<file path="src/nsrc_pkg.sv">
`default_nettype none
package nsrc_pkg;

    // Field and state widths
    localparam int SAMPLE_W  = 16;
    localparam int STEP_W    = 12;
    localparam int COUNT_W   = 24;
    localparam int PHASE_W   = 32;
    localparam int FRAC_W    = 8;
    localparam int OFFSET_W  = 10;
    localparam int CFG_W     = 24;
    localparam int CFG_IDX_W = 2;

    // Chunk geometry
    localparam int CHUNK_LEN = 1024;
    localparam int CHUNK_W   = $clog2(CHUNK_LEN);

    // Most outputs per source sample and the smallest usable step
    localparam int MAX_RUN   = 16;
    localparam int RUN_W     = $clog2(MAX_RUN + 1);
    localparam int MIN_STEP  = 16;

    // Register reset values
    localparam logic [STEP_W-1:0]  STEP_RESET  = STEP_W'(256);
    localparam logic               WIDE_RESET  = 1'b1;
    localparam logic [COUNT_W-1:0] TOTAL_RESET = '0;

    // Register indexes
    localparam logic [CFG_IDX_W-1:0] REG_PHASE_STEP   = 2'd0;
    localparam logic [CFG_IDX_W-1:0] REG_WIDE_SAMPLES = 2'd1;
    localparam logic [CFG_IDX_W-1:0] REG_OUTPUT_TOTAL = 2'd2;

    // 8-bit samples are re-centered around zero
    localparam logic [7:0] BYTE_BIAS = 8'h80;

    // Controller to datapath commands
    typedef struct packed {
        logic accept;     // latch sample, apply sound restart
        logic gen;        // form one output into the hold stage, advance state
        logic push;       // move hold stage into the output register
        logic push_last;  // pushed output closes the run of this sample
        logic finish;     // advance the source index
    } nsrc_cmd_t;

    // Datapath to controller status
    typedef struct packed {
        logic more;       // count not reached and phase is due
        logic out_free;   // output register can take a transaction
    } nsrc_status_t;

endpackage
`default_nettype wire

</file>
<file path="src/nsrc_ctrl.sv">
`default_nettype none
module nsrc_ctrl
    import nsrc_pkg::*;
(
    input  wire logic         clk,
    input  wire logic         rst_n,
    input  wire logic         in_valid,
    output logic              in_ready,
    input  wire nsrc_status_t status,
    output nsrc_cmd_t         cmd
);

    localparam logic S_IDLE = 1'b0;
    localparam logic S_RUN  = 1'b1;

    logic             state_reg, state_next;
    logic [RUN_W-1:0] run_reg, run_next;
    logic             hold_reg, hold_next;
    logic             more;

    assign in_ready = (state_reg == S_IDLE);
    assign more     = status.more && (run_reg < RUN_W'(MAX_RUN));

    // Sequencing of one source sample
    always_comb
    begin
        state_next = state_reg;
        run_next   = run_reg;
        hold_next  = hold_reg;
        cmd        = '0;
        case (state_reg)
            S_IDLE:
            begin
                if (in_valid)
                begin
                    cmd.accept = 1'b1;
                    run_next   = '0;
                    hold_next  = 1'b0;
                    state_next = S_RUN;
                end
            end
            S_RUN:
            begin
                if (more)
                begin
                    // a new output proves the held one is not the last
                    if (!hold_reg || status.out_free)
                    begin
                        cmd.push  = hold_reg;
                        cmd.gen   = 1'b1;
                        run_next  = run_reg + 1'b1;
                        hold_next = 1'b1;
                    end
                end
                else if (!hold_reg || status.out_free)
                begin
                    cmd.push      = hold_reg;
                    cmd.push_last = hold_reg;
                    cmd.finish    = 1'b1;
                    hold_next     = 1'b0;
                    state_next    = S_IDLE;
                end
            end
            default:
            begin
                state_next = S_IDLE;
            end
        endcase
    end

    always_ff @(posedge clk or negedge rst_n)
    begin
        if (!rst_n)
        begin
            state_reg <= S_IDLE;
            run_reg   <= '0;
            hold_reg  <= 1'b0;
        end
        else
        begin
            state_reg <= state_next;
            run_reg   <= run_next;
            hold_reg  <= hold_next;
        end
    end

endmodule
`default_nettype wire

</file>
<file path="src/nsrc_dp.sv">
`default_nettype none
module nsrc_dp
    import nsrc_pkg::*;
(
    input  wire logic                  clk,
    input  wire logic                  rst_n,
    input  wire logic                  cfg_write,
    input  wire logic [CFG_IDX_W-1:0]  cfg_index,
    input  wire logic [CFG_W-1:0]      cfg_data,
    input  wire logic [SAMPLE_W-1:0]   source_bits,
    input  wire logic                  start_sound,
    input  wire nsrc_cmd_t             cmd,
    output nsrc_status_t               status,
    output logic                       out_valid,
    input  wire logic                  out_ready,
    output logic signed [SAMPLE_W-1:0] pcm_value,
    output logic [OFFSET_W-1:0]        chunk_offset,
    output logic                       chunk_begin,
    output logic                       run_last,
    output logic                       sound_done
);

    // Configuration
    logic [STEP_W-1:0]  step_cfg_reg;
    logic               wide_cfg_reg;
    logic [COUNT_W-1:0] total_cfg_reg;

    // Resampler state
    logic [PHASE_W-1:0] phase_reg, phase_next;
    logic [COUNT_W-1:0] index_reg, index_next;
    logic [COUNT_W-1:0] given_reg, given_next;
    logic [CHUNK_W-1:0] offset_reg, offset_next;
    logic [SAMPLE_W-1:0] sample_reg;

    // Hold stage and output register
    logic [SAMPLE_W-1:0] hold_pcm_reg;
    logic [CHUNK_W-1:0]  hold_offset_reg;
    logic                hold_begin_reg;
    logic                hold_done_reg;
    logic                out_valid_reg, out_valid_next;
    logic [SAMPLE_W-1:0] out_pcm_reg;
    logic [OFFSET_W-1:0] out_offset_reg;
    logic                out_begin_reg;
    logic                out_last_reg;
    logic                out_done_reg;

    logic [STEP_W-1:0]   step_eff;
    logic [COUNT_W-1:0]  phase_gap;
    logic [COUNT_W-1:0]  given_inc;
    logic [SAMPLE_W-1:0] sample_in;

    // Configuration writes; unknown indexes are dropped
    always_ff @(posedge clk or negedge rst_n)
    begin
        if (!rst_n)
        begin
            step_cfg_reg  <= STEP_RESET;
            wide_cfg_reg  <= WIDE_RESET;
            total_cfg_reg <= TOTAL_RESET;
        end
        else if (cfg_write)
        begin
            case (cfg_index)
                REG_PHASE_STEP:   step_cfg_reg  <= cfg_data[STEP_W-1:0];
                REG_WIDE_SAMPLES: wide_cfg_reg  <= cfg_data[0];
                REG_OUTPUT_TOTAL: total_cfg_reg <= cfg_data[COUNT_W-1:0];
                default:          ;
            endcase
        end
    end

    // Sample widening and step clamp
    assign sample_in = wide_cfg_reg ? source_bits
                                    : {source_bits[7:0] ^ BYTE_BIAS, 8'h00};
    assign step_eff  = (step_cfg_reg < STEP_W'(MIN_STEP)) ? STEP_W'(MIN_STEP)
                                                          : step_cfg_reg;

    // Due test: integer phase at or behind the source index, mod 2^24
    assign phase_gap = index_reg - phase_reg[PHASE_W-1:FRAC_W];
    assign given_inc = given_reg + 1'b1;

    assign status.more     = (given_reg < total_cfg_reg) && !phase_gap[COUNT_W-1];
    assign status.out_free = !out_valid_reg || out_ready;

    // Next state of the accumulator and counters
    always_comb
    begin
        phase_next  = phase_reg;
        index_next  = index_reg;
        given_next  = given_reg;
        offset_next = offset_reg;
        if (cmd.accept && start_sound)
        begin
            phase_next  = '0;
            index_next  = '0;
            given_next  = '0;
            offset_next = '0;
        end
        if (cmd.gen)
        begin
            phase_next  = phase_reg + PHASE_W'(step_eff);
            given_next  = given_inc;
            offset_next = (offset_reg == CHUNK_W'(CHUNK_LEN - 1)) ? '0
                                                                  : offset_reg + 1'b1;
        end
        if (cmd.finish)
        begin
            index_next = index_reg + 1'b1;
        end
    end

    always_ff @(posedge clk or negedge rst_n)
    begin
        if (!rst_n)
        begin
            phase_reg  <= '0;
            index_reg  <= '0;
            given_reg  <= '0;
            offset_reg <= '0;
        end
        else
        begin
            phase_reg  <= phase_next;
            index_reg  <= index_next;
            given_reg  <= given_next;
            offset_reg <= offset_next;
        end
    end

    // Sample latch and hold stage
    always_ff @(posedge clk)
    begin
        if (cmd.accept)
        begin
            sample_reg <= sample_in;
        end
        if (cmd.gen)
        begin
            hold_pcm_reg    <= sample_reg;
            hold_offset_reg <= offset_reg;
            hold_begin_reg  <= (offset_reg == '0);
            hold_done_reg   <= (given_inc == total_cfg_reg);
        end
    end

    // Output register
    always_comb
    begin
        out_valid_next = out_valid_reg;
        if (cmd.push)
        begin
            out_valid_next = 1'b1;
        end
        else if (out_ready)
        begin
            out_valid_next = 1'b0;
        end
    end

    always_ff @(posedge clk or negedge rst_n)
    begin
        if (!rst_n)
        begin
            out_valid_reg <= 1'b0;
        end
        else
        begin
            out_valid_reg <= out_valid_next;
        end
    end

    always_ff @(posedge clk)
    begin
        if (cmd.push)
        begin
            out_pcm_reg    <= hold_pcm_reg;
            out_offset_reg <= OFFSET_W'(hold_offset_reg);
            out_begin_reg  <= hold_begin_reg;
            out_last_reg   <= cmd.push_last;
            out_done_reg   <= hold_done_reg;
        end
    end

    assign out_valid    = out_valid_reg;
    assign pcm_value    = out_pcm_reg;
    assign chunk_offset = out_offset_reg;
    assign chunk_begin  = out_begin_reg;
    assign run_last     = out_last_reg;
    assign sound_done   = out_done_reg;

endmodule
`default_nettype wire

</file>
<file path="src/nearest_sample_rate_converter_top.sv">
`default_nettype none
// Channel   Direction  Handshake               Payload
// input     in         in_valid / in_ready     source_bits, start_sound
// output    out        out_valid / out_ready   pcm_value, chunk_offset, chunk_begin,
//                                              run_last, sound_done
// config    in         cfg_write (no wait)     cfg_index, cfg_data
//
// A source sample produces k outputs (0 to 16): an accept step, then the outputs
// through the phase accumulator, then a closing step. The single accumulator/counter
// update per cycle allows one output per cycle while the output register is free.
// A stalled output register holds the run until out_ready frees it.
// Reset clears the accumulator, source index and output count and loads the
// register defaults; no clearing pass is needed.
module nearest_sample_rate_converter_top
    import nsrc_pkg::*;
(
    input  wire logic                  clk,
    input  wire logic                  rst_n,
    input  wire logic                  in_valid,
    output logic                       in_ready,
    input  wire logic [SAMPLE_W-1:0]   source_bits,
    input  wire logic                  start_sound,
    output logic                       out_valid,
    input  wire logic                  out_ready,
    output logic signed [SAMPLE_W-1:0] pcm_value,
    output logic [OFFSET_W-1:0]        chunk_offset,
    output logic                       chunk_begin,
    output logic                       run_last,
    output logic                       sound_done,
    input  wire logic                  cfg_write,
    input  wire logic [CFG_IDX_W-1:0]  cfg_index,
    input  wire logic [CFG_W-1:0]      cfg_data
);

    nsrc_cmd_t    cmd;
    nsrc_status_t status;

    // Sequencer
    nsrc_ctrl u_ctrl (
        .clk      (clk),
        .rst_n    (rst_n),
        .in_valid (in_valid),
        .in_ready (in_ready),
        .status   (status),
        .cmd      (cmd)
    );

    // Accumulator, counters and output register
    nsrc_dp u_dp (
        .clk          (clk),
        .rst_n        (rst_n),
        .cfg_write    (cfg_write),
        .cfg_index    (cfg_index),
        .cfg_data     (cfg_data),
        .source_bits  (source_bits),
        .start_sound  (start_sound),
        .cmd          (cmd),
        .status       (status),
        .out_valid    (out_valid),
        .out_ready    (out_ready),
        .pcm_value    (pcm_value),
        .chunk_offset (chunk_offset),
        .chunk_begin  (chunk_begin),
        .run_last     (run_last),
        .sound_done   (sound_done)
    );

endmodule
`default_nettype wire

</file>
<file path="config.mk">
export PLATFORM = sky130hd
export DESIGN_NAME = nearest_sample_rate_converter_top
export DESIGN_NICKNAME = d
export VERILOG_FILES = /design/src/nsrc_pkg.sv /design/src/nsrc_ctrl.sv /design/src/nsrc_dp.sv /design/src/nearest_sample_rate_converter_top.sv
export SDC_FILE = /design/constraint.sdc
export NUM_CORES = 1
export LEC_CHECK = 0
export BUFFER_PORTS_ARGS = -buffer_cell sky130_fd_sc_hd__buf_2
export CAP_MARGIN = 20
export CORE_MARGIN = 5
export CORE_UTILIZATION = 60
export DETAILED_ROUTE_END_ITERATION = 8
export GPL_ROUTABILITY_DRIVEN = 1
export GPL_TIMING_DRIVEN = 0
export PLACE_DENSITY = 0.84
export SYNTH_ARGS = -nofsm -noshare
export SYNTH_HDL_FRONTEND = slang
export SYNTH_SLANG_ARGS = --single-unit
</file>
<file path="constraint.sdc">
create_clock -name clk -period 3.6 [get_ports clk]
set_input_delay 0.36 -clock clk [delete_from_list [all_inputs] [get_ports clk]]
set_output_delay 0.36 -clock clk [all_outputs]
set_load 0.02 [all_outputs]
</file>
==> flow_results.org <==
** Pwr
- Switching power as a share of total power :: around 39%
- Power density relative to cell area :: between 700 and 800 nW/um^2
- Portion of total power attributed to sequential cells :: 36.1%
- Internal power :: about 0.0059 W
- Combinational logic burns 37.6% of the power.
- The worst-case IR drop observed on VDD is roughly 0.56 mV.
- In this run the power spent charging and discharging nets is 0.00370 W.
- Per report_power, the clock group accounts for 26.3% of the total.
- Summed over all cells, the static leakage comes to approximately 5.6 nW.

** Synth
- Netlist cell types :: 67
- The synthesized design spends more area on one cell type than any other, namely sky130_fd_sc_hd__dfrtp_1.
- Number of enable flip-flop cells after synthesis :: 73
- A synthesized cell averages 10.5 sq um.
- Sequential-to-total area share from yosys stat :: 49.5%
- In the synthesized netlist the async set-or-reset flop fraction comes to 64.9%.
- Synth warnings :: 0
- The synthesized design devotes to its leading area cell type 29.6% of total area.
- Synthesis produced a netlist whose cell count is 1074.
- Netlist Area Pre-Place :: 11300 sq um
- Post-synthesis register bit count :: approximately 210
- Number of nets in the synthesized netlist :: 1186
- The most used flip-flop cell after synthesis is sky130_fd_sc_hd__dfrtp_1.
- Cell types occupying the most area after synthesis :: sky130_fd_sc_hd__dfrtp_1 (30%), sky130_fd_sc_hd__edfxtp_1 (19%), sky130_fd_sc_hd__ha_1 (7.0%)

** Floorplanning
- The die covers approximately 22000 sq um.
- The die is 147 um wide.
- Row count :: 50
- After floorplanning, the core was sized to cover between 15000 and 20000 sq um.
- Number of top-level pins :: 79
- Measured along the y axis, the die boundary spans 147 um.
- For this configuration, the core starts out at a cell density of 60.6%.

** Finish
- After the last flow step, the layout net total stands at 1292.
- Number of flip-flops under the largest register name :: 32
- The area growth from synthesis to layout is 14.3%.
- Share of the core filled with cells in the final layout :: 69.2%
- Excluding fillers, the count of instances in the completed layout stands at 1430.
- Fraction of layout instances using a drive strength above 1 :: 17.7%
- Diode insertion count for antenna repair :: 0
- Summed area of non-filler cells in the final layout :: 12900 sq um

** Status
- Outcome :: completed

** Global routing
- Global routing used 24.1% of the available tracks.
- Entering global routing, the biggest net connects between 80 and 90 pins.
- The first global-routing pass estimated 42900 um of wire.
- Vias in the first global route :: about 8500
- Global route total overflow :: 0
- Number of antenna violations at the first check in global routing :: 0

** Timing
- The worst path meets setup with 151 ps of slack.
- Final worst path period share :: 95.8%
- Across the routed clock network, the largest skew measured is 12.6 ps.
- Derived from the worst setup path, the maximum achievable clock frequency is about 290 MHz.
- Hold timing on the final database bottoms out at a slack of 73.3 ps.
- Total of endpoints with negative setup slack in the final report :: 0
- For the finished layout, the period the worst path requires is between 3000 and 4000 ps.
- Final Max Tran Viols :: 0
- Measured against its own limit, the worst slew margin works out to 46.5%.
- Slew at the pin with the worst max-slew slack :: 802 ps
- Number of hold violations in the final report :: 0

** CTS
- Number of H-tree branching levels :: 1
- Post-CTS timing repair inserted 0 buffers for setup.
- Number of buffers created by CTS :: 23
- TritonCTS built the clock tree.
- CTS Buffer Depth :: 3
- Clock root cell :: sky130_fd_sc_hd__clkbuf_16
- Clock latency on the worst-skew pair, taken at its later pin, is 520 ps.
- Total clock sinks :: 208
- Clock transition at the registers of the reported paths :: 60 ps

** Setup path
- R2r setup slk :: 150 ps
- The largest individual stage delay along the critical path comes from the cell sky130_fd_sc_hd__or4_1.
- Required time worst endpoint :: 4040 ps
- Startpoint type of the worst setup path :: flop
- Type of destination of the critical path :: flop
- In this run the critical register-to-register path is launched from u_dp.step_cfg_reg[11].
- Endpoint arrival time on the critical path :: 3890 ps
- Measured in cells, the most critical reg-to-reg path has a length of 12.
- Traced cell by cell, the critical path runs through nor4_2 > nand2_1 > and2_1 > ha_1 > nand3_1 > o22ai_1 > o41ai_2 > o21ai_2 > nand2b_1 > or4_1 > or3_1 > o21ai_0.
- The endpoint identified for the worst register-to-register timing path is u_dp.phase_reg[27].
- The largest single stage delay on the critical path is 520 ps.
- The number of buffers and inverters on the critical path is 0.
- The critical path is of the reg -> reg type.
- Along the worst path, the maximum fanout reaches 5.
- Crit path max-delay family :: simple AND/OR/NAND/NOR gates

** Worst hold path
- Worst min path class :: in -> reg
- Worst Min Path Start :: cfg_data[15]
- The worst hold path terminates at u_dp.total_cfg_reg[15].
- Along the worst hold path, the cell count comes to 2.

** Route
- Number of design rule violations left after detail routing :: 0
- After detailed routing, the number of vias per cell comes to approximately 6.1.
- Final Routed Wirelength :: 26200 um
- Routed length per placed instance :: about 18 um
- Number of vias after detailed routing :: 8764
- Initial DRC Count :: 754
- The first TritonRoute pass finished after 5 iterations.
- Antenna viol nets, final :: 0

** Placement
- Input and output buffers added on the ports amount to 78.
- Setup slack at placement :: -102 ps
- Hpwl dp :: 18500 um
- Placed cell area :: ~12000 sq um
- Instance count after placement with tap cells included :: 1389
- Routability congestion estimate :: 0.900

** Flow run
- Max_cap viols :: 0
==> placed cells by master, fill, tap and decap left out, types with 22 or more instances in the layout <==
cell and instances:
sky130_fd_sc_hd__dfrtp_1 133, sky130_fd_sc_hd__edfxtp_1 73, sky130_fd_sc_hd__nand4_1 22, sky130_fd_sc_hd__nand2_1 94, sky130_fd_sc_hd__ha_1 63, sky130_fd_sc_hd__or3_1 25
sky130_fd_sc_hd__inv_1 66, sky130_fd_sc_hd__mux2_2 51, sky130_fd_sc_hd__clkbuf_1 23, sky130_fd_sc_hd__clkbuf_16 23, sky130_fd_sc_hd__nor2_1 39, sky130_fd_sc_hd__and3_1 27
sky130_fd_sc_hd__nand3_1 73, sky130_fd_sc_hd__a21oi_1 59, sky130_fd_sc_hd__xnor2_1 33, sky130_fd_sc_hd__o21ai_0 68, sky130_fd_sc_hd__buf_2 90
==> what timing repair did <==
item / in CTS / in global routing
gates resized for setup: 2 / 8
hold buffers: 1 / 0
endpoints found under the hold margin: 47 / 0
gates cloned: 0 / 0
endpoints found under the setup margin: 35 / 49
==> power groups by stage <==
| stage | Sequential [W] | Clock, W | Combinational (W) |
|---|---|---|---|
| after global routing | 0.00352 | 0.00266 | 0.00394 |
| after global placement | 0.00347 | 0 | 0.00336 |
| final | 0.00346 | 0.00252 | 0.00360 |
| after detailed placement | 0.00349 | 0 | 0.00349 |
| after CTS | 0.00345 | 0.00255 | 0.00353 |
| after floorplan | 0.00352 | 0 | 0.00232 |
==> worst max-delay path by stage <==
stage | startpoint | endpoint | slack, ps | cells after the start
detailed placement | u_dp.given_reg[17] | u_dp.phase_reg[0] | -100 | 11
finish | u_dp.step_cfg_reg[11] | u_dp.phase_reg[27] | 150 | 12
global route | u_dp.step_cfg_reg[11] | u_dp.phase_reg[27] | -20 | 12
CTS | u_dp.step_cfg_reg[11] | u_dp.phase_reg[31] | 0.7 | 13
floorplan | u_dp.out_valid | u_dp.run_last | 480 | 3
global placement | u_ctrl.state_reg | u_dp.run_last | -160 | 3
==> metal layers <==
| metal | vias to the layer above | global-route usage, % | part of all wire (%) |
|---|---|---|---|
| met4 | 0 | 7.32 | 2.6 |
| li1 | 4102 | - | - |
| met2 | 360 | 40.8 | 48 |
| met1 | 4232 | 32.0 | 41 |
| met5 | - | 0 | 0 |
| met3 | 70 | 4.19 | 7.8 |
==> through the flow <==
stage | TNS (ps) | total power, W
floorplan | 0 | 0.00584
global placement | -2380 | 0.00683
detailed placement | -1890 | 0.00699
CTS | 0 | 0.00954
global route | -24.7 | 0.0101
finish | 0 | 0.00959
==> cells by family after synthesis <==
| family | count (synthesis) | synth area share (%) |
|---|---|---|
| compound gates | 210 | 11.9 |
| xor+xnor | 50 | 3.89 |
| fa+ha+maj | 64 | 7.18 |
| buf+inv | 109 | 3.92 |
| flops | 208 | 49.5 |
| mux | 65 | 6.35 |
| simple gates | 368 | 17.3 |
==> cell type report <==
class                           instances  area [sq um]
Fill cell                            1292          5720
Sequential cell                       208          5570
Multi-Input combinational cell        757          5280
Clock buffer                           24           579
Timing Repair Buffer                   82           457
Tap cell                              234           293
Inverter                               67           251
Clock inverter                         17           238
Buffer                                 41           194
==> worst register-to-register path: stages (launching register included) <==
cell and delay [ps]:
sky130_fd_sc_hd__dfrtp_1 440, sky130_fd_sc_hd__nor4_2 340, sky130_fd_sc_hd__nand2_1 180, sky130_fd_sc_hd__and2_1 210
sky130_fd_sc_hd__ha_1 390, sky130_fd_sc_hd__nand3_1 130, sky130_fd_sc_hd__o22ai_1 260, sky130_fd_sc_hd__o41ai_2 150
sky130_fd_sc_hd__o21ai_2 220, sky130_fd_sc_hd__nand2b_1 160, sky130_fd_sc_hd__or4_1 520, sky130_fd_sc_hd__or3_1 310
sky130_fd_sc_hd__o21ai_0 70
==> cells in the mapped netlist, drive strengths merged (3+ instances only) <==
cell type	instances
a22o	4
nor2b	9
clkbuf	24
nand4	24
nor3	14
o21bai	5
nand3	73
o31ai	8
nand3b	3
mux2	51
xor2	17
dfrtp	133
and4	6
or2	4
o22ai	3
edfxtp	73
nor4	14
nor2	40
a211oi	3
or3	25
nor3b	5
and2	17
inv	67
a221o	8
xnor2	33
nand2b	9
or4	3
o21ai	76
buf	18
a31oi	3
ha	63
a21oi	60
and3	27
o21a	5
nand2	94
mux2i	14
a21o	19
No activity file was read; power rests on OpenSTA's default activity.
